## src/rtl/core/nct_pkg.sv

```systemverilog
package nct_pkg;

    // List length and derived widths
    localparam int MAX_SELECT = 64;
    localparam int CNT_W      = $clog2(MAX_SELECT + 1);

    localparam int ROW_W   = 20;
    localparam int VALUE_W = 64;
    localparam int FRAC_W  = 32;
    localparam int CFG_IDX_W = 2;

    typedef logic        [ROW_W-1:0]   row_t;
    typedef logic signed [VALUE_W-1:0] value_t;
    typedef logic        [CNT_W-1:0]   count_t;
    typedef logic        [3:0]         mode_t;
    typedef logic        [CFG_IDX_W-1:0] cfg_idx_t;

    // condition_mode codes
    localparam mode_t MODE_EQ      = 4'd0;
    localparam mode_t MODE_NEQ     = 4'd1;
    localparam mode_t MODE_LT      = 4'd2;
    localparam mode_t MODE_GT      = 4'd3;
    localparam mode_t MODE_LTE     = 4'd4;
    localparam mode_t MODE_GTE     = 4'd5;
    localparam mode_t MODE_BETWEEN = 4'd6;
    localparam mode_t MODE_TOP     = 4'd7;
    localparam mode_t MODE_BOTTOM  = 4'd8;

    // register indexes
    localparam cfg_idx_t REG_MODE = 2'd0;
    localparam cfg_idx_t REG_LOW  = 2'd1;
    localparam cfg_idx_t REG_HIGH = 2'd2;

    typedef enum logic {
        ST_RUN,
        ST_DRAIN
    } state_t;

    // broadcast from the controller to every list cell
    typedef struct packed {
        logic   insert;
        logic   shift_up;
        logic   clear;
        logic   top;
        value_t value;
        row_t   row;
    } cell_cmd_t;

    // what a cell shows its neighbors
    typedef struct packed {
        logic   valid;
        logic   better;
        value_t value;
        row_t   row;
    } cell_link_t;

endpackage

```

## src/rtl/core/nct_cmp.sv

```systemverilog
module nct_cmp (
    input  nct_pkg::mode_t  mode,
    input  nct_pkg::value_t thr_low,
    input  nct_pkg::value_t thr_high,
    input  nct_pkg::value_t value,
    input  logic            numeric,
    output logic            pass
);
    import nct_pkg::*;

    logic lt_low;
    logic gt_low;
    logic gt_high;
    logic eq_low;
    logic hit;

    assign lt_low  = value < thr_low;
    assign gt_low  = value > thr_low;
    assign gt_high = value > thr_high;
    assign eq_low  = value == thr_low;

    always_comb
    begin
        case (mode)
            MODE_EQ:      hit = eq_low;
            MODE_NEQ:     hit = !eq_low;
            MODE_LT:      hit = lt_low;
            MODE_GT:      hit = gt_low;
            MODE_LTE:     hit = !gt_low;
            MODE_GTE:     hit = !lt_low;
            MODE_BETWEEN: hit = !lt_low && !gt_high;
            default:      hit = 1'b0;
        endcase
    end

    assign pass = numeric && hit;

endmodule

```

## config.mk

```make
export PLATFORM = sky130hd
export DESIGN_NAME = nct_cmp
export DESIGN_NICKNAME = d
export VERILOG_FILES = /design/src/rtl/core/nct_pkg.sv /design/src/rtl/core/nct_cmp.sv
export SDC_FILE = /design/constraint.sdc
export NUM_CORES = 1
export LEC_CHECK = 0
export BUFFER_PORTS_ARGS = -buffer_cell sky130_fd_sc_hd__buf_2
export CORE_ASPECT_RATIO = 0.7
export CORE_MARGIN = 8
export CORE_UTILIZATION = 28
export DETAILED_ROUTE_END_ITERATION = 7
export SKIP_LAST_GASP = 1
export SLEW_MARGIN = 20
export SYNTH_ARGS = -nofsm -noshare
export SYNTH_HDL_FRONTEND = slang
export SYNTH_SLANG_ARGS = --single-unit
```

## constraint.sdc

```tcl
create_clock -name vclk -period 3.5
set_input_delay 0.875 -clock vclk [all_inputs]
set_output_delay 0.875 -clock vclk [all_outputs]
set_load 0.05 [all_outputs]
```

==> run_results.csv <==
group,metric,value,unit
place,io_buffer_count,198,
detailed_routing,wirelength,11.9,mm
yosys,syn_area,3470,sq um
global_routing,antenna_found_initial,0,
yosys,ys_types,47,
critical_path,worst-path-max-fanout,3,
pwr,p_switching,273,uW
timing,fin_setup_tns,-537,ps
critical_path,cp_slowest_cell,"or3_4",
critical_path,start_kind,"input pin",
pwr,p_seq_frac,0,
detailed_routing,wl_met3,660,um
yosys,yosysSeqAreaShare,0,
timing,finalHoldViolCount,0,
floorplan,start_util,0.283,
timing,worst_pin_slew,501,ps
timing,post-route-period-util,1.15,
detailed_routing,vias,4152,
critical_path,required,2620,ps
final_layout,seq_cell_count,0,
final_layout,drive_above_1_share,0.403,
global_routing,first_global_vias,4132,
final_layout,final_nets,1092,
yosys,synth_nets,807,
floorplan,ioPinCount,198,
status,status,"complete, but fails checks",
global_routing,grt_usage,0.138,
clocking,hold_buffers,0,
detailed_routing,via_per_inst,4.48,
floorplan,fp.dieW,149,um
pwr,p_comb_frac,1.000,
critical_path,cp_cell_sequence,"buf_2, ha_1, a21oi_1, o21ai_0, a221o_1, a211o_1, a31oi_2, a2bb2oi_2, or3_4, nand3_4, buf_6",
critical_path,critPathMaxStageDelay,400,ps
status,violations,"setup timing",
critical_path,critPathArrivalTime,3160,ps
place,place_congestion,0.811,
detailed_routing,first_pass_iters,4,
final_layout,multi_input_area,3090,sq um
global_routing,grt_pass1_wl,19.1,mm
final_layout,final_cell_mix,"buf_2 (197), inv_1 (130), ha_1 (124)",
yosys,synth.avg_cell_area,7.20,sq um
place,detailed_place_hpwl,11.5,mm
worst_hold_path,min_from,"mode[3]",
critical_path,crit_family,"compound AO/OA/AOI/OAI gates",
floorplan,die-area,16300,sq um
detailed_routing,wire_per_inst,12.9,um
floorplan,die_h,109,um
yosys,ys_warn_count,0,
yosys,synthCells,482,
critical_path,worstSetupEndpointType,"output pin",
final_layout,seq_area,0,sq um
detailed_routing,highest_layer,"met4",
timing,relSlewSlack,0.657,
worst_hold_path,hold_depth,5,
timing,grt_setup_unrepaired,"true",
final_layout,final_core_util,0.442,
detailed_routing,drtIter0Drc,92,
pwr,p_per_area,109,nW/um^2
pwr,swShare,0.464,
worst_hold_path,min-delay-path-class,"input pin to output pin",
critical_path,cp_num_buf_inv,2,
critical_path,path_class,"input pin to output pin",
floorplan,core_area,12300,sq um
global_routing,grt_max_degree,9,
timing,drv_slew,0,
final_layout,areaGrowthSynthToFinish,56.2,%
pwr,ir_drop,43.3,uV
final_layout,nFillCells,1307,
global_routing,overflow,0,
pwr,p_int,315,uW
final_layout,nClkBuffers,0,
timing,period_needed,4040,ps
detailed_routing,m1WireLength,6.26,mm
timing,fin_ws,-537,ps
worst_hold_path,min_to,"pass",
timing,fmax,248,MHz
timing,finalSetupViolations,1,
detailed_routing,wl_met2,5.01,mm
detailed_routing,ant_nets,0,
detailed_routing,drc,0,
job,maxCapViolCount,0,
final_layout,final_common_cell,"buf_2",
floorplan,core.rowCount,34,
pwr,power_frac_clock,0,
pwr,p_leak,0.00333,uW
final_layout,antennaDiodeCount,0,
routing by layer:
layer,vias up,global-route usage
li1,2285,-
met1,1776,0.202
met2,89,0.218
met3,2,0.0216
met4,0,0.00144
met5,-,0
power by group through the flow:
stage / Clock, uW / Sequential [uW] / Combinational [uW]
4_1_cts: 0 / 0 / 595
3_5_place_dp: 0 / 0 / 585
2_1_floorplan: 0 / 0 / 295
6_report: 0 / 0 / 588
5_1_grt: 0 / 0 / 672
3_3_place_gp: 0 / 0 / 580
timing repair:
action / in CTS / in global routing
setup buffers: 0 / 0
cloned: 0 / 0
pin swaps: 1 / 0
endpoints found under the setup margin: 1 / 1
gates resized for setup: 7 / 0
Yosys cell counts (2+ instances only):
library cell	instances	area, sq um
nor4_4	2	42.5
inv_1	130	488
nand4_2	3	37.5
o211ai_1	4	30.0
nand2_1	32	120
or2b_1	2	15.0
nor2b_1	3	18.8
a221o_1	3	30.0
nor2_1	7	26.3
o21ai_0	11	55.1
o21a_1	2	15.0
a221oi_1	5	43.8
nand4_1	22	138
nand3_1	15	75.1
or3_1	3	18.8
a21oi_1	51	255
nor2_2	2	12.5
and4_1	4	35.0
a21o_1	7	52.6
nand4_4	2	42.5
o21ai_1	7	35.0
a211o_1	2	17.5
ha_1	128	1600
nor4_1	5	31.3
a211oi_1	3	22.5
nor3_1	4	20.0
a31oi_1	3	18.8
final cells by class:
cell class         instances  share of cell area
repair buffers           283               0.302
well taps                162              0.0374
multi-input cells        352               0.571
inverters                130              0.0901
through the flow:
stage               hold WS, ps  instances  cell area (sq um)  power, uW  setup WS (ps)
finish                     2180        927               5420        588           -537
global route               2210        927               5420        672           -725
CTS                        2190        927               5420        595           -551
detailed placement         2240        927               5380        585           -673
global placement           2240        927               5380        580           -634
floorplan                  2020        482               3550        295           -189
cells by family (layout without fill, tap and decap cells):
logic type / Yosys count / after routing / synth area share
compound gates: 110 / 110 / 0.197
simple gates: 114 / 114 / 0.201
fa+ha+maj: 128 / 128 / 0.462
buf+inv: 130 / 413 / 0.141
worst max path at each step:
stage / start / slack [ps] / depth (start not counted) / endpoint
after floorplan: thr_low[47] / -190 / 10 / pass
after global placement: value[39] / -630 / 11 / pass
after detailed placement: value[34] / -670 / 13 / pass
after CTS: value[47] / -550 / 12 / pass
after global routing: value[47] / -730 / 12 / pass
final: value[39] / -540 / 11 / pass
Note: power is estimated with default switching activity, not from simulation.
