<file path="src/rtl/core/nct_pkg.sv">
package nct_pkg;

    // List length and derived widths
    localparam int MAX_SELECT = 64;
    localparam int CNT_W      = $clog2(MAX_SELECT + 1);

    localparam int ROW_W   = 20;
    localparam int VALUE_W = 64;
    localparam int FRAC_W  = 32;
    localparam int CFG_IDX_W = 2;

    typedef logic        [ROW_W-1:0]   row_t;
    typedef logic signed [VALUE_W-1:0] value_t;
    typedef logic        [CNT_W-1:0]   count_t;
    typedef logic        [3:0]         mode_t;
    typedef logic        [CFG_IDX_W-1:0] cfg_idx_t;

    // condition_mode codes
    localparam mode_t MODE_EQ      = 4'd0;
    localparam mode_t MODE_NEQ     = 4'd1;
    localparam mode_t MODE_LT      = 4'd2;
    localparam mode_t MODE_GT      = 4'd3;
    localparam mode_t MODE_LTE     = 4'd4;
    localparam mode_t MODE_GTE     = 4'd5;
    localparam mode_t MODE_BETWEEN = 4'd6;
    localparam mode_t MODE_TOP     = 4'd7;
    localparam mode_t MODE_BOTTOM  = 4'd8;

    // register indexes
    localparam cfg_idx_t REG_MODE = 2'd0;
    localparam cfg_idx_t REG_LOW  = 2'd1;
    localparam cfg_idx_t REG_HIGH = 2'd2;

    typedef enum logic {
        ST_RUN,
        ST_DRAIN
    } state_t;

    // broadcast from the controller to every list cell
    typedef struct packed {
        logic   insert;
        logic   shift_up;
        logic   clear;
        logic   top;
        value_t value;
        row_t   row;
    } cell_cmd_t;

    // what a cell shows its neighbors
    typedef struct packed {
        logic   valid;
        logic   better;
        value_t value;
        row_t   row;
    } cell_link_t;

endpackage

</file>
<file path="src/rtl/core/nct_cell.sv">
module nct_cell (
    input  logic                 clk,
    input  logic                 rst_n,
    input  nct_pkg::cell_cmd_t   cmd,
    input  nct_pkg::cell_link_t  prev,
    input  nct_pkg::cell_link_t  next,
    output nct_pkg::cell_link_t  link
);
    import nct_pkg::*;

    logic   valid_reg;
    logic   valid_next;
    value_t value_reg;
    value_t value_next;
    row_t   row_reg;
    row_t   row_next;
    logic   better;

    // strict compare keeps the earlier of two equal values ahead
    assign better = !valid_reg ||
                    (cmd.top ? (value_reg < cmd.value) : (cmd.value < value_reg));

    always_comb
    begin
        valid_next = valid_reg;
        value_next = value_reg;
        row_next   = row_reg;
        if (cmd.clear)
        begin
            valid_next = 1'b0;
        end
        else if (cmd.insert)
        begin
            if (prev.better)
            begin
                valid_next = prev.valid;
                value_next = prev.value;
                row_next   = prev.row;
            end
            else if (better)
            begin
                valid_next = 1'b1;
                value_next = cmd.value;
                row_next   = cmd.row;
            end
        end
        else if (cmd.shift_up)
        begin
            valid_next = next.valid;
            value_next = next.value;
            row_next   = next.row;
        end
    end

    always_ff @(posedge clk or negedge rst_n)
    begin
        if (!rst_n)
            valid_reg <= 1'b0;
        else
            valid_reg <= valid_next;
    end

    always_ff @(posedge clk)
    begin
        value_reg <= value_next;
        row_reg   <= row_next;
    end

    assign link.valid  = valid_reg;
    assign link.better = better;
    assign link.value  = value_reg;
    assign link.row    = row_reg;

endmodule

</file>
<file path="config.mk">
export PLATFORM = sky130hd
export DESIGN_NAME = nct_cell
export DESIGN_NICKNAME = d
export VERILOG_FILES = /design/src/rtl/core/nct_pkg.sv /design/src/rtl/core/nct_cell.sv
export SDC_FILE = /design/constraint.sdc
export NUM_CORES = 1
export LEC_CHECK = 0
export BUFFER_PORTS_ARGS = -buffer_cell sky130_fd_sc_hd__buf_2
export CAP_MARGIN = 10
export CORE_AREA = 2 2 134 136
export DETAILED_ROUTE_END_ITERATION = 10
export DIE_AREA = 0 0 136 138
export PLACE_DENSITY = 0.74
export SLEW_MARGIN = 10
export SYNTH_ARGS = -nofsm -noshare
export SYNTH_HDL_FRONTEND = slang
export SYNTH_SLANG_ARGS = --single-unit
export TNS_END_PERCENT = 20
</file>
<file path="constraint.sdc">
create_clock -name clk -period 17.9 [get_ports clk]
set_input_delay 0.895 -clock clk [delete_from_list [all_inputs] [get_ports clk]]
set_output_delay 0.895 -clock clk [all_outputs]
set_load 0.005 [all_outputs]
</file>
==> impl_metrics.py, run 1 <==
metrics = {
    "placed_design": {
        "portBuffers": 346,
        "place_congestion": 0.845,
        "post-dp-hpwl_um": 14700,
        "place_area_um2": 7920,
    },
    "cts": {
        "ctsHoldBuffers": 0,
        "htreeDepth": 3,
        "clk-insertion-delay-late_ns": 0.34,
        "cts.sinks": 85,
        "clk_path_buf_depth": 2,
        "clk_pin_slew_ns": 0.07,
        "cts_root_buf": "clkbuf_16",
        "postCtsResizedCells": 0,
        "cts_tree": "yes",
        "postCtsSetupBuffers": 0,
        "cts_made_buffers": 9,
    },
    "global_routing": {
        "antenna_found_initial": 0,
        "first_global_vias": 5557,
        "grt_max_degree": 89,
        "grt_usage_pct": 18.7,
        "grt_pass1_wl_um": 27500,
        "grt-ovfl-total": 0,
    },
    "floorplanning": {
        "ios": 348,
        "start_util_pct": 34.1,
        "core_um2": 17500,
        "die_area_um2": 18800,
        "die_x_um": 136,
        "rows": 49,
        "die_h_um": 138,
    },
    "route": {
        "wire_per_inst_um": 15.3,
        "ant_nets": 0,
        "drt-initial-drc-count": 167,
        "drc": 0,
        "via_count": 5663,
        "avgViaCountPerCell": 4.83,
        "wl_um": 18000,
        "dr.pass1.iters": 4,
    },
    "critical_path": {
        "crit-reg2reg-launch": "value_reg[38]$_DFFE_PP_",
        "cp-start-kind": "primary input",
        "worstPathMaxFanout": 4,
        "worstSetupEndpointType": "primary output",
        "crit_start": "cmd[58]",
        "cpPeakStageDelay_ns": 0.44,
        "critical_path_class": "in -> out",
        "required_ns": 17.01,
        "ff2ff_path_depth": 11,
        "r2r-end": "row_reg[19]$_DFFE_PP_",
        "crit_chain": "buf_2 > ha_1 > nand4_1 > nor4_1 > nand4_1 > a31oi_1 > nor4_2 > xor2_1 > mux2_4 > nand2_1 > buf_2",
        "r2r_setup_slack_ns": 13.90,
        "cp.arrival_ns": 3.67,
        "slowest_stage": "nor4_1",
    },
    "sta": {
        "rsz0062_at_grt": "false",
        "post-route-period-util_pct": 25.5,
        "min_period_ns": 4.57,
        "final_hold_viol_count": 0,
        "fmax_mhz": 219,
        "tns_ns": 0,
        "clock_skew_ns": 0.00780,
        "worst_pin_slew_ns": 0.829,
        "finalSetupViolations": 0,
        "max_slew_margin_pct": 44.7,
        "slew_violations": 0,
    },
    "synth": {
        "synth_ff_type": "edfxtp_1",
        "synth_xor_xnor_area_share_pct": 0.147,
        "synth_top_family_by_area": "multiplexers",
        "synth_edf_count": 84,
        "avgSynthCellArea_um2": 9.85,
        "seq_area_frac_synth_pct": 42.7,
        "synth_area_um2": 5970,
        "synthArstFlopShare_pct": 1.18,
        "synth_seq_cells": 85,
        "netlist_instances": 606,
        "yosys_warnings": 0,
        "synth_compound_area_share_pct": 12.6,
        "synth-simple-area-share_pct": 10.5,
        "yosys-mux-area-fraction_pct": 14.5,
        "synth.distinct_cells": 41,
        "synthAdderAreaFrac_pct": 13.4,
        "synth_nets": 932,
    },
    "layout": {
        "nets": 1263,
        "layout_common_cells": "buf_2 (344), a21oi_1 (108), nor2_1 (88), mux2i_1 (84), edfxtp_1 (84)",
        "drive_gt1_share_pct": 39.4,
        "areaGrowthSynthToFinish_pct": 38.0,
        "final_area_um2": 8240,
        "final_common_cell": "buf_2",
        "largest_reg_flops": 64,
    },
    "pwr": {
        "power_frac_seq_pct": 42.1,
        "p_total_mw": 0.581,
        "p_per_area_nw_per_um2": 70.5,
        "p_sw_mw": 0.156,
        "switching_share_pct": 26.9,
        "combPwrFrac_pct": 23.3,
        "p_leak_nw": 4.21,
        "power.internal_mw": 0.424,
        "vdd_drop_max_uv": 35.9,
        "power.clock.fraction_pct": 34.6,
    },
    "min_path": {
        "hold_path.class": "in -> async",
    },
    "job": {
        "drv_cap": 0,
    },
    "run_status": {
        "status": "completed",
    },
}
[metrics by stage]
| stage | setup WS (ns) | utilization (%) | hold slack [ns] | instances |
|---|---|---|---|---|
| 3_5_place_dp | 13.14 | 45.2 | 0.673 | 1155 |
| 6_report | 13.33 | 47.0 | 0.315 | 1172 |
| 4_1_cts | 13.22 | 47.0 | 0.296 | 1171 |
| 3_3_place_gp | 13.17 | 45.2 | 0.673 | 1155 |
| 2_1_floorplan | 10.88 | - | 0.599 | 606 |
| 5_1_grt | 13.03 | 47.0 | 0.292 | 1171 |
[cells by family after synthesis]
| group | count (synthesis) |
|---|---|
| AND/OR/NAND/NOR | 138 |
| AO/OA/AOI/OAI | 136 |
| buffers and inverters | 96 |
| multiplexers | 86 |
| flip-flops | 85 |
| adder cells (fa/ha/maj) | 64 |
| XOR/XNOR | 1 |
[worst max-delay path by stage]
stage	end	slack, ns	depth (start not counted)
finish	link[84]	13.33	11
floorplan	row_reg[0]$_DFFE_PP_	10.88	9
detailed placement	value_reg[51]$_DFFE_PP_	13.14	11
global route	link[84]	13.03	11
global placement	value_reg[51]$_DFFE_PP_	13.17	11
CTS	link[84]	13.22	11
[critical path: cells and delay by family]
kind / cells / cell delay (ns)
and+or+nand+nor: 5 / 1.11
AOI/OAI and AO/OA: 1 / 0.43
muxes: 1 / 0.37
adders and majority gates: 1 / 0.33
xor gates and xnor gates: 1 / 0.30
buffers and inverters: 2 / 0.24
[power groups by stage]
stage | Clock [mW] | Combinational (mW) | Sequential [mW]
after floorplan | 0 | 0.0691 | 0.251
after global placement | 0 | 0.133 | 0.248
after detailed placement | 0 | 0.137 | 0.249
after CTS | 0.207 | 0.138 | 0.244
after global routing | 0.215 | 0.153 | 0.246
final | 0.201 | 0.136 | 0.244
[area by class of cell]
class / count / area [um2]
inverters: 65 / 244
flip-flops and latches: 85 / 2550
diodes: 1 / 2.50
multi-input cells: 425 / 3070
fillers: 1722 / 9300
repair buffers: 351 / 1770
well taps: 229 / 287
clock inverters: 7 / 90.1
clock buffers: 9 / 225
[Yosys cell counts (all sizes together) (3+ instances only)]
| master | number | share of area [%] |
|---|---|---|
| clkbuf | 26 | 1.6 |
| a21oi | 109 | 9.2 |
| a21o | 4 | 0.50 |
| buf | 5 | 0.44 |
| nor2 | 89 | 5.9 |
| nand2 | 16 | 1.0 |
| ha | 64 | 13 |
| inv | 65 | 4.1 |
| nand3 | 7 | 0.59 |
| a221oi | 3 | 0.44 |
| mux2i | 84 | 14 |
| and4 | 5 | 0.73 |
| edfxtp | 84 | 42 |
| nand4 | 12 | 1.3 |
| o21ai | 9 | 0.75 |
[routing by layer]
metal  global-route usage, %  share of wire, %
met5                       0                 0
met4                    6.47               2.1
met3                    4.36               6.6
met2                    34.4                51
met1                    20.8                40
No activity file was read; power rests on OpenSTA's default activity.
==> run 2, diff against run 1 <==
--- a/config.mk
+++ b/config.mk
@@ -5,12 +5,13 @@
 export SDC_FILE = /design/constraint.sdc
 export NUM_CORES = 1
 export LEC_CHECK = 0
+export ABC_AREA = 1
 export BUFFER_PORTS_ARGS = -buffer_cell sky130_fd_sc_hd__buf_2
 export CAP_MARGIN = 10
-export CORE_AREA = 2 2 134 136
+export CORE_AREA = 2 2 135 137
 export DETAILED_ROUTE_END_ITERATION = 10
-export DIE_AREA = 0 0 136 138
-export PLACE_DENSITY = 0.74
+export DIE_AREA = 0 0 137 139
+export PLACE_DENSITY = 0.76
 export SLEW_MARGIN = 10
 export SYNTH_ARGS = -nofsm -noshare
 export SYNTH_HDL_FRONTEND = slang
==> constraint.sdc (replaced) <==
create_clock -name clk -period 4 [get_ports clk]
set_input_delay 0.2 -clock clk [delete_from_list [all_inputs] [get_ports clk]]
set_output_delay 0.2 -clock clk [all_outputs]
set_load 0.005 [all_outputs]
==> run 2 against run 1 <==
  * Sequential share of layout area down 0.37 points
  * Clock skew up 0.0023 ns
  * Clock-buffer cell count up 2
  * Sequential power rose to 4.5 times the previous value
  * Register-to-register slack worse by 13 ns
  * Synthesized area up 1.5%
  * Global-route usage up 1.9 points
  * Highest routed layer is now met5
==> impl_metrics.py, run 2 <==
metrics = {
    "run_status": {
        "status": "completed",
    },
    "pwr": {
        "p_leak_nw": 4.19,
        "p_per_area_nw_per_um2": 316,
        "power.internal_mw": 1.92,
        "power.clock.fraction_pct": 36.5,
        "p_sw_mw": 0.706,
        "switching_share_pct": 26.8,
        "combPwrFrac_pct": 22.1,
        "power_frac_seq_pct": 41.4,
        "vdd_drop_max_uv": 249,
    },
    "layout": {
        "final_common_cell": "buf_2",
        "layout_common_cells": "buf_2 (346), o21ai_0 (176), nand2_1 (163), nor2_1 (105), edfxtp_1 (84)",
        "nets": 1425,
        "largest_reg_flops": 64,
        "areaGrowthSynthToFinish_pct": 37.5,
        "drive_gt1_share_pct": 34.2,
    },
    "critical_path": {
        "worstPathMaxFanout": 43,
        "worstSetupEndpointType": "register",
        "cp-start-kind": "register",
        "cp.arrival_ns": 2.95,
        "r2r_setup_slack_ns": 1.02,
        "critical_path_class": "reg -> reg",
        "required_ns": 3.97,
    },
    "synth": {
        "synth_seq_cells": 85,
        "synth_largest_area_cell": "edfxtp_1",
        "netlist_instances": 773,
        "synthArstFlopShare_pct": 1.18,
        "synth.distinct_cells": 26,
        "yosys_warnings": 0,
        "synth_nets": 1099,
        "synth.top_cell.area_share_pct": 41.6,
        "seq_area_frac_synth_pct": 42.0,
        "ys_top_cells_by_count": "o21ai_0 (176), nand2_1 (163), nor2_1 (105), edfxtp_1 (84), inv_1 (82)",
        "synth_edf_count": 84,
        "avgSynthCellArea_um2": 7.84,
        "synth_area_um2": 6060,
        "yosys-top-cells-area": "edfxtp_1 (42%), o21ai_0 (15%), ha_1 (13%), nand2_1 (10%), nor2_1 (6.5%)",
        "synth_most_common_cell": "o21ai_0",
        "synth_ff_type": "edfxtp_1",
    },
    "route": {
        "dr.pass1.iters": 6,
        "wl_met3_um": 1890,
        "avgViaCountPerCell": 4.85,
        "via_count": 6485,
        "wl_um": 20200,
        "wl_met2_um": 10000,
        "drt-initial-drc-count": 358,
        "ant_nets": 0,
        "wl_met1_um": 7820,
        "top_layer": "met5",
        "drc": 0,
        "wire_per_inst_um": 15.1,
    },
    "sta": {
        "clock_skew_ns": 0.0101,
        "max_slew_margin_pct": 34.7,
        "final_hold_viol_count": 0,
        "tns_ns": 0,
        "finalSetupViolations": 0,
        "fmax_mhz": 336,
        "rsz0062_at_grt": "false",
        "post-route-period-util_pct": 74.4,
        "worst_pin_slew_ns": 0.980,
        "min_period_ns": 2.98,
        "fin_ws_ns": 1.02,
        "slew_violations": 0,
    },
    "floorplanning": {
        "die_h_um": 139,
        "rows": 49,
        "start_util_pct": 34.3,
        "die_x_um": 137,
        "core_um2": 17700,
        "die_area_um2": 19000,
        "ios": 348,
    },
    "placed_design": {
        "place_congestion": 0.872,
        "post-dp-hpwl_um": 15300,
        "portBuffers": 346,
        "place_ws_ns": 0.975,
    },
    "cts": {
        "htreeDepth": 3,
        "cts_root_buf": "clkbuf_16",
        "cts_tree": "yes",
        "clk_pin_slew_ns": 0.07,
        "clk_path_buf_depth": 2,
        "clk-insertion-delay-late_ns": 0.34,
        "cts.sinks": 85,
        "cts_made_buffers": 9,
    },
    "global_routing": {
        "grt_pass1_wl_um": 30500,
        "grt-ovfl-total": 0,
        "antenna_found_initial": 7,
        "grt_usage_pct": 20.6,
        "grt_max_degree": 89,
        "first_global_vias": 6255,
    },
    "min_path": {
        "hold_path.class": "in -> reg",
    },
    "job": {
        "drv_cap": 0,
    },
}
## run 2: changes by cell type in the layout (fill, tap and decap cells not counted), sizes merged, moves of 4 or more
cell,before,now
nor2,89,105
diode,1,5
and4,5,0
nand2,16,163
nand4,12,5
clkinv,5,0
mux2i,84,0
a21oi,109,33
o21ai,9,177
inv,65,85
## run 2: final cells by class
cell class | count | area (um2)
Timing Repair Buffer | 353 | 1790
Clock inverter | 4 | 97.6
Sequential cell | 85 | 2550
Fill cell | 1736 | 9320
Antenna cell | 5 | 12.5
Multi-Input combinational cell | 565 | 3050
Clock buffer | 11 | 233
Tap cell | 229 | 287
Inverter | 85 | 319
## run 2: cells by family (layout without fill, tap and decap cells)
family	Yosys count	after routing	synth area share [%]
compound gates	214	214	17.8
fa+ha+maj	64	64	13.2
buf+inv	123	453	7.78
flops	85	85	42.0
other cells	0	5	0
simple gates	287	287	19.2
## run 2: critical path: stages, from the launching register on
cell and delay, ns:
edfxtp_1 0.40, inv_1 0.07, ha_1 0.23, nand2_1 0.16, o21ai_0 0.15, a21oi_1 0.17, nand2_1 0.09, a21oi_1 0.19
nand3_1 0.16, nand2_1 0.10, nand2_1 0.05, nand4_1 0.06, nand2_1 0.10, a21oi_4 0.15, buf_4 0.49
## run 2: worst paths after layout
check / start / endpoint / depth (start not counted)
max: value_reg[47]$_DFFE_PP_ / row_reg[9]$_DFFE_PP_ / 14
min: next[81] / value_reg[61]$_DFFE_PP_ / 3
max reg2reg: value_reg[47]$_DFFE_PP_ / row_reg[9]$_DFFE_PP_ / 14
min reg2reg: valid_reg$_DFFE_PN0P_ / valid_reg$_DFFE_PN0P_ / 2
max in group asynchronous: rst_n / valid_reg$_DFFE_PN0P_ / 2
min in group asynchronous: rst_n / valid_reg$_DFFE_PN0P_ / 2
## run 2: what timing repair did
| item | 4_1_cts | 5_1_grt |
|---|---|---|
| gates resized for setup | 0 | 0 |
| hold buffers | 1 | 0 |
| buffers inserted | 0 | 0 |
| hold endpoints to repair | 1 | 0 |
## run 2: power groups by stage
stage,registers (mW),logic [mW],clock network [mW]
floorplan,1.11,0.287,0
global placement,1.10,0.570,0
detailed placement,1.11,0.584,0
CTS,1.09,0.588,0.990
global route,1.09,0.668,1.01
finish,1.09,0.581,0.961
## run 2: per-stage QoR
stage               util [%]  power, mW  instance area (um2)  instances  hold slack (ns)
finish                  47.2       2.63                 8340       1337            0.129
global route            47.2       2.77                 8330       1336            0.125
CTS                     47.1       2.67                 8320       1332            0.113
detailed placement      45.2       1.69                 7980       1316          -0.0227
global placement        45.2       1.67                 7980       1316          -0.0245
floorplan                  -       1.40                 6070        773          -0.0956
## run 2: metal layers
layer  GRT usage (%)  vias up
li1                -     3254
met1            22.8     2867
met2            37.5      325
met3            6.03       35
met4            6.08        4
met5               0        -
==> run 3, diff against run 2 <==
==> constraint.sdc (replaced) <==
create_clock -name clk -period 2.6 [get_ports clk]
set_input_delay 0.13 -clock clk [delete_from_list [all_inputs] [get_ports clk]]
set_output_delay 0.13 -clock clk [all_outputs]
set_load 0.005 [all_outputs]
==> run 3 against run 2 <==
  * The run now ends with negative setup slack left
  * Register-to-register slack worse by 1.2 ns
  * Worst setup slack worse by 1.2 ns
  * Critical path depth is 3 higher
  * Utilization is 3.9 points higher
  * Sequential power is 53% higher
  * Total power is 52% higher
  * Global-route usage is 0.88 points higher
  * Via count is 3.9% higher
  * Die area stayed put
  * First-iteration DRC count is 38% lower
  * Non-clock buffer count is 47 higher
  * Routed wire length is 4.8% higher
  * Critical path type unchanged
  * Largest power group unchanged
  * Highest routed layer unchanged
==> impl_metrics.py, run 3 (synthesized netlist as in run 2, its figures left out) <==
metrics = {
    "layout": {
        "drive_gt1_share_pct": 40.4,
        "finalNonFillerCells": 1380,
        "layout_common_cells": "buf_2 (346), o21ai_0 (173), nand2_1 (152), nor2_1 (100), edfxtp_1 (84)",
        "areaGrowthSynthToFinish_pct": 48.8,
        "nets": 1472,
        "largest_reg_flops": 64,
        "final_area_um2": 9020,
        "final_common_cell": "buf_2",
        "final_core_util_pct": 51.1,
    },
    "min_path": {
        "holdPathStages": 3,
        "whs_endpoint": "value_reg[48]$_DFFE_PP_",
        "hold_path.class": "in -> reg",
        "hp-start": "next[68]",
    },
    "run_status": {
        "status": "finished, violations left",
        "violations": "negative setup slack",
    },
    "critical_path": {
        "r2r_setup_slack_ns": -0.15,
        "crit-reg2reg-launch": "value_reg[58]$_DFFE_PP_",
        "r2r-end": "row_reg[3]$_DFFE_PP_",
        "cp.arrival_ns": 2.80,
        "path_common_cell": "nand2_2",
        "cpPeakStageDelay_ns": 0.36,
        "crit_cells": 17,
        "required_ns": 2.65,
        "worstSetupEndpointType": "register",
        "critPathTopFamily": "simple AND/OR/NAND/NOR gates",
        "cp-start-kind": "register",
        "ff2ff_path_depth": 17,
        "slowest_stage": "edfxtp_1",
        "critical_path_class": "reg -> reg",
        "worstPathMaxFanout": 7,
        "crit_buf_inv": 4,
        "crit_chain": "inv_1 > ha_1 > nand2_1 > inv_2 > nand2_4 > nor3_4 > nor3b_4 > nand2_2 > nand2_2 > nand2_2 > nand2_1 > nand2_1 > nand4_1 > nand2_2 > a21oi_4 > buf_12 > clkbuf_16",
    },
    "floorplanning": {
        "die_x_um": 137,
        "core_um2": 17700,
        "die_area_um2": 19000,
        "die_h_um": 139,
        "rows": 49,
        "ios": 348,
        "start_util_pct": 34.3,
    },
    "sta": {
        "fin_ws_ns": -0.145,
        "max_slew_margin_pct": 66.9,
        "min_period_ns": 2.75,
        "fmax_mhz": 364,
        "post-route-period-util_pct": 106,
        "final_hold_viol_count": 0,
        "slew_violations": 0,
        "rsz0062_at_grt": "true",
        "worst_pin_slew_ns": 0.496,
        "tns_ns": -9.04,
        "clock_skew_ns": 0.0120,
        "finalSetupViolations": 84,
    },
    "global_routing": {
        "grt_max_degree": 66,
        "grt_pass1_wl_um": 31900,
        "first_global_vias": 6439,
        "antenna_found_initial": 3,
        "grt_usage_pct": 21.4,
        "grt-ovfl-total": 0,
    },
    "route": {
        "drt-initial-drc-count": 221,
        "wl_um": 21100,
        "wire_per_inst_um": 15.3,
        "via_count": 6735,
        "dr.pass1.iters": 5,
        "drc": 0,
        "ant_nets": 0,
        "avgViaCountPerCell": 4.88,
    },
    "pwr": {
        "power.internal_mw": 2.87,
        "power.clock.fraction_pct": 31.4,
        "p_total_mw": 4.01,
        "switching_share_pct": 28.4,
        "p_leak_nw": 4.49,
        "p_per_area_nw_per_um2": 444,
        "vdd_drop_max_uv": 274,
        "combPwrFrac_pct": 26.9,
        "p_sw_mw": 1.14,
        "power_frac_seq_pct": 41.7,
    },
    "placed_design": {
        "portBuffers": 346,
        "dp.cells": 1346,
        "place_area_um2": 8400,
        "post-dp-hpwl_um": 16400,
        "place_congestion": 0.833,
    },
    "cts": {
        "cts_root_buf": "clkbuf_16",
        "clk-insertion-delay-late_ns": 0.35,
        "cts.sinks": 85,
        "clk_pin_slew_ns": 0.07,
        "clk_path_buf_depth": 2,
        "cts_made_buffers": 9,
        "htreeDepth": 3,
        "cts_tree": "yes",
    },
    "job": {
        "drv_cap": 0,
    },
}
==> run 3: cell count changes in the layout (fill, tap and decap cells not counted), sizes merged <==
cell | previous run | this run
buf | 352 | 396
clkbuf | 11 | 14
diode | 5 | 2
bufinv | 3 | 1
clkinv | 0 | 2
clkinvlp | 1 | 0
==> run 3: area by class of cell <==
| cell class | count | area, um2 |
|---|---|---|
| Timing Repair Buffer | 400 | 2280 |
| Sequential cell | 85 | 2550 |
| Tap cell | 229 | 287 |
| Fill cell | 1720 | 8640 |
| Antenna cell | 2 | 5.00 |
| Multi-Input combinational cell | 565 | 3310 |
| Inverter | 85 | 319 |
| Clock buffer | 11 | 233 |
| Clock inverter | 3 | 38.8 |
==> run 3: worst max path at each step <==
stage	from	endpoint	slack [ns]
after floorplan	value_reg[43]$_DFFE_PP_	row_reg[0]$_DFFE_PP_	-0.87
after detailed placement	value_reg[63]$_DFFE_PP_	row_reg[19]$_DFFE_PP_	-0.26
final	value_reg[58]$_DFFE_PP_	row_reg[3]$_DFFE_PP_	-0.15
after global placement	value_reg[63]$_DFFE_PP_	row_reg[19]$_DFFE_PP_	-0.21
after CTS	value_reg[63]$_DFFE_PP_	value_reg[2]$_DFFE_PP_	-0.09
after global routing	value_reg[27]$_DFFE_PP_	row_reg[3]$_DFFE_PP_	-0.31
==> run 3: power groups by stage <==
| stage | clock, mW | combinational [mW] | sequential, mW |
|---|---|---|---|
| floorplan | 0 | 0.476 | 1.71 |
| global placement | 0 | 0.967 | 1.70 |
| detailed placement | 0 | 0.991 | 1.70 |
| CTS | 1.28 | 1.02 | 1.67 |
| global route | 1.32 | 1.22 | 1.68 |
| finish | 1.26 | 1.08 | 1.67 |
==> run 3: worst min-delay path: stages <==
cell and delay, ns:
buf_2 0.07, nand2_1 0.04, o21ai_0 0.06
==> run 3: metal layers <==
metal	global-route usage, %	share of wire (%)
met5	0	0.052
met4	7.60	2.4
met3	4.53	8.0
met2	39.8	51
met1	23.7	39
==> run 3: per-stage QoR <==
stage | worst slack (ns) | hold slack, ns
finish | -0.145 | 0.0633
global route | -0.308 | 0.0760
CTS | -0.0894 | 0.0528
detailed placement | -0.255 | -0.0933
global placement | -0.215 | -0.0934
floorplan | -0.865 | -0.166
==> run 3: what timing repair did <==
action | 4_1_cts | 5_1_grt
gates cloned | 1 | 5
hold endpoints to repair | 1 | 0
gates resized for setup | 10 | 22
pin swaps | 3 | 13
buffers inserted | 2 | 9
hold buffers | 1 | 0
setup endpoints to repair | 85 | 85
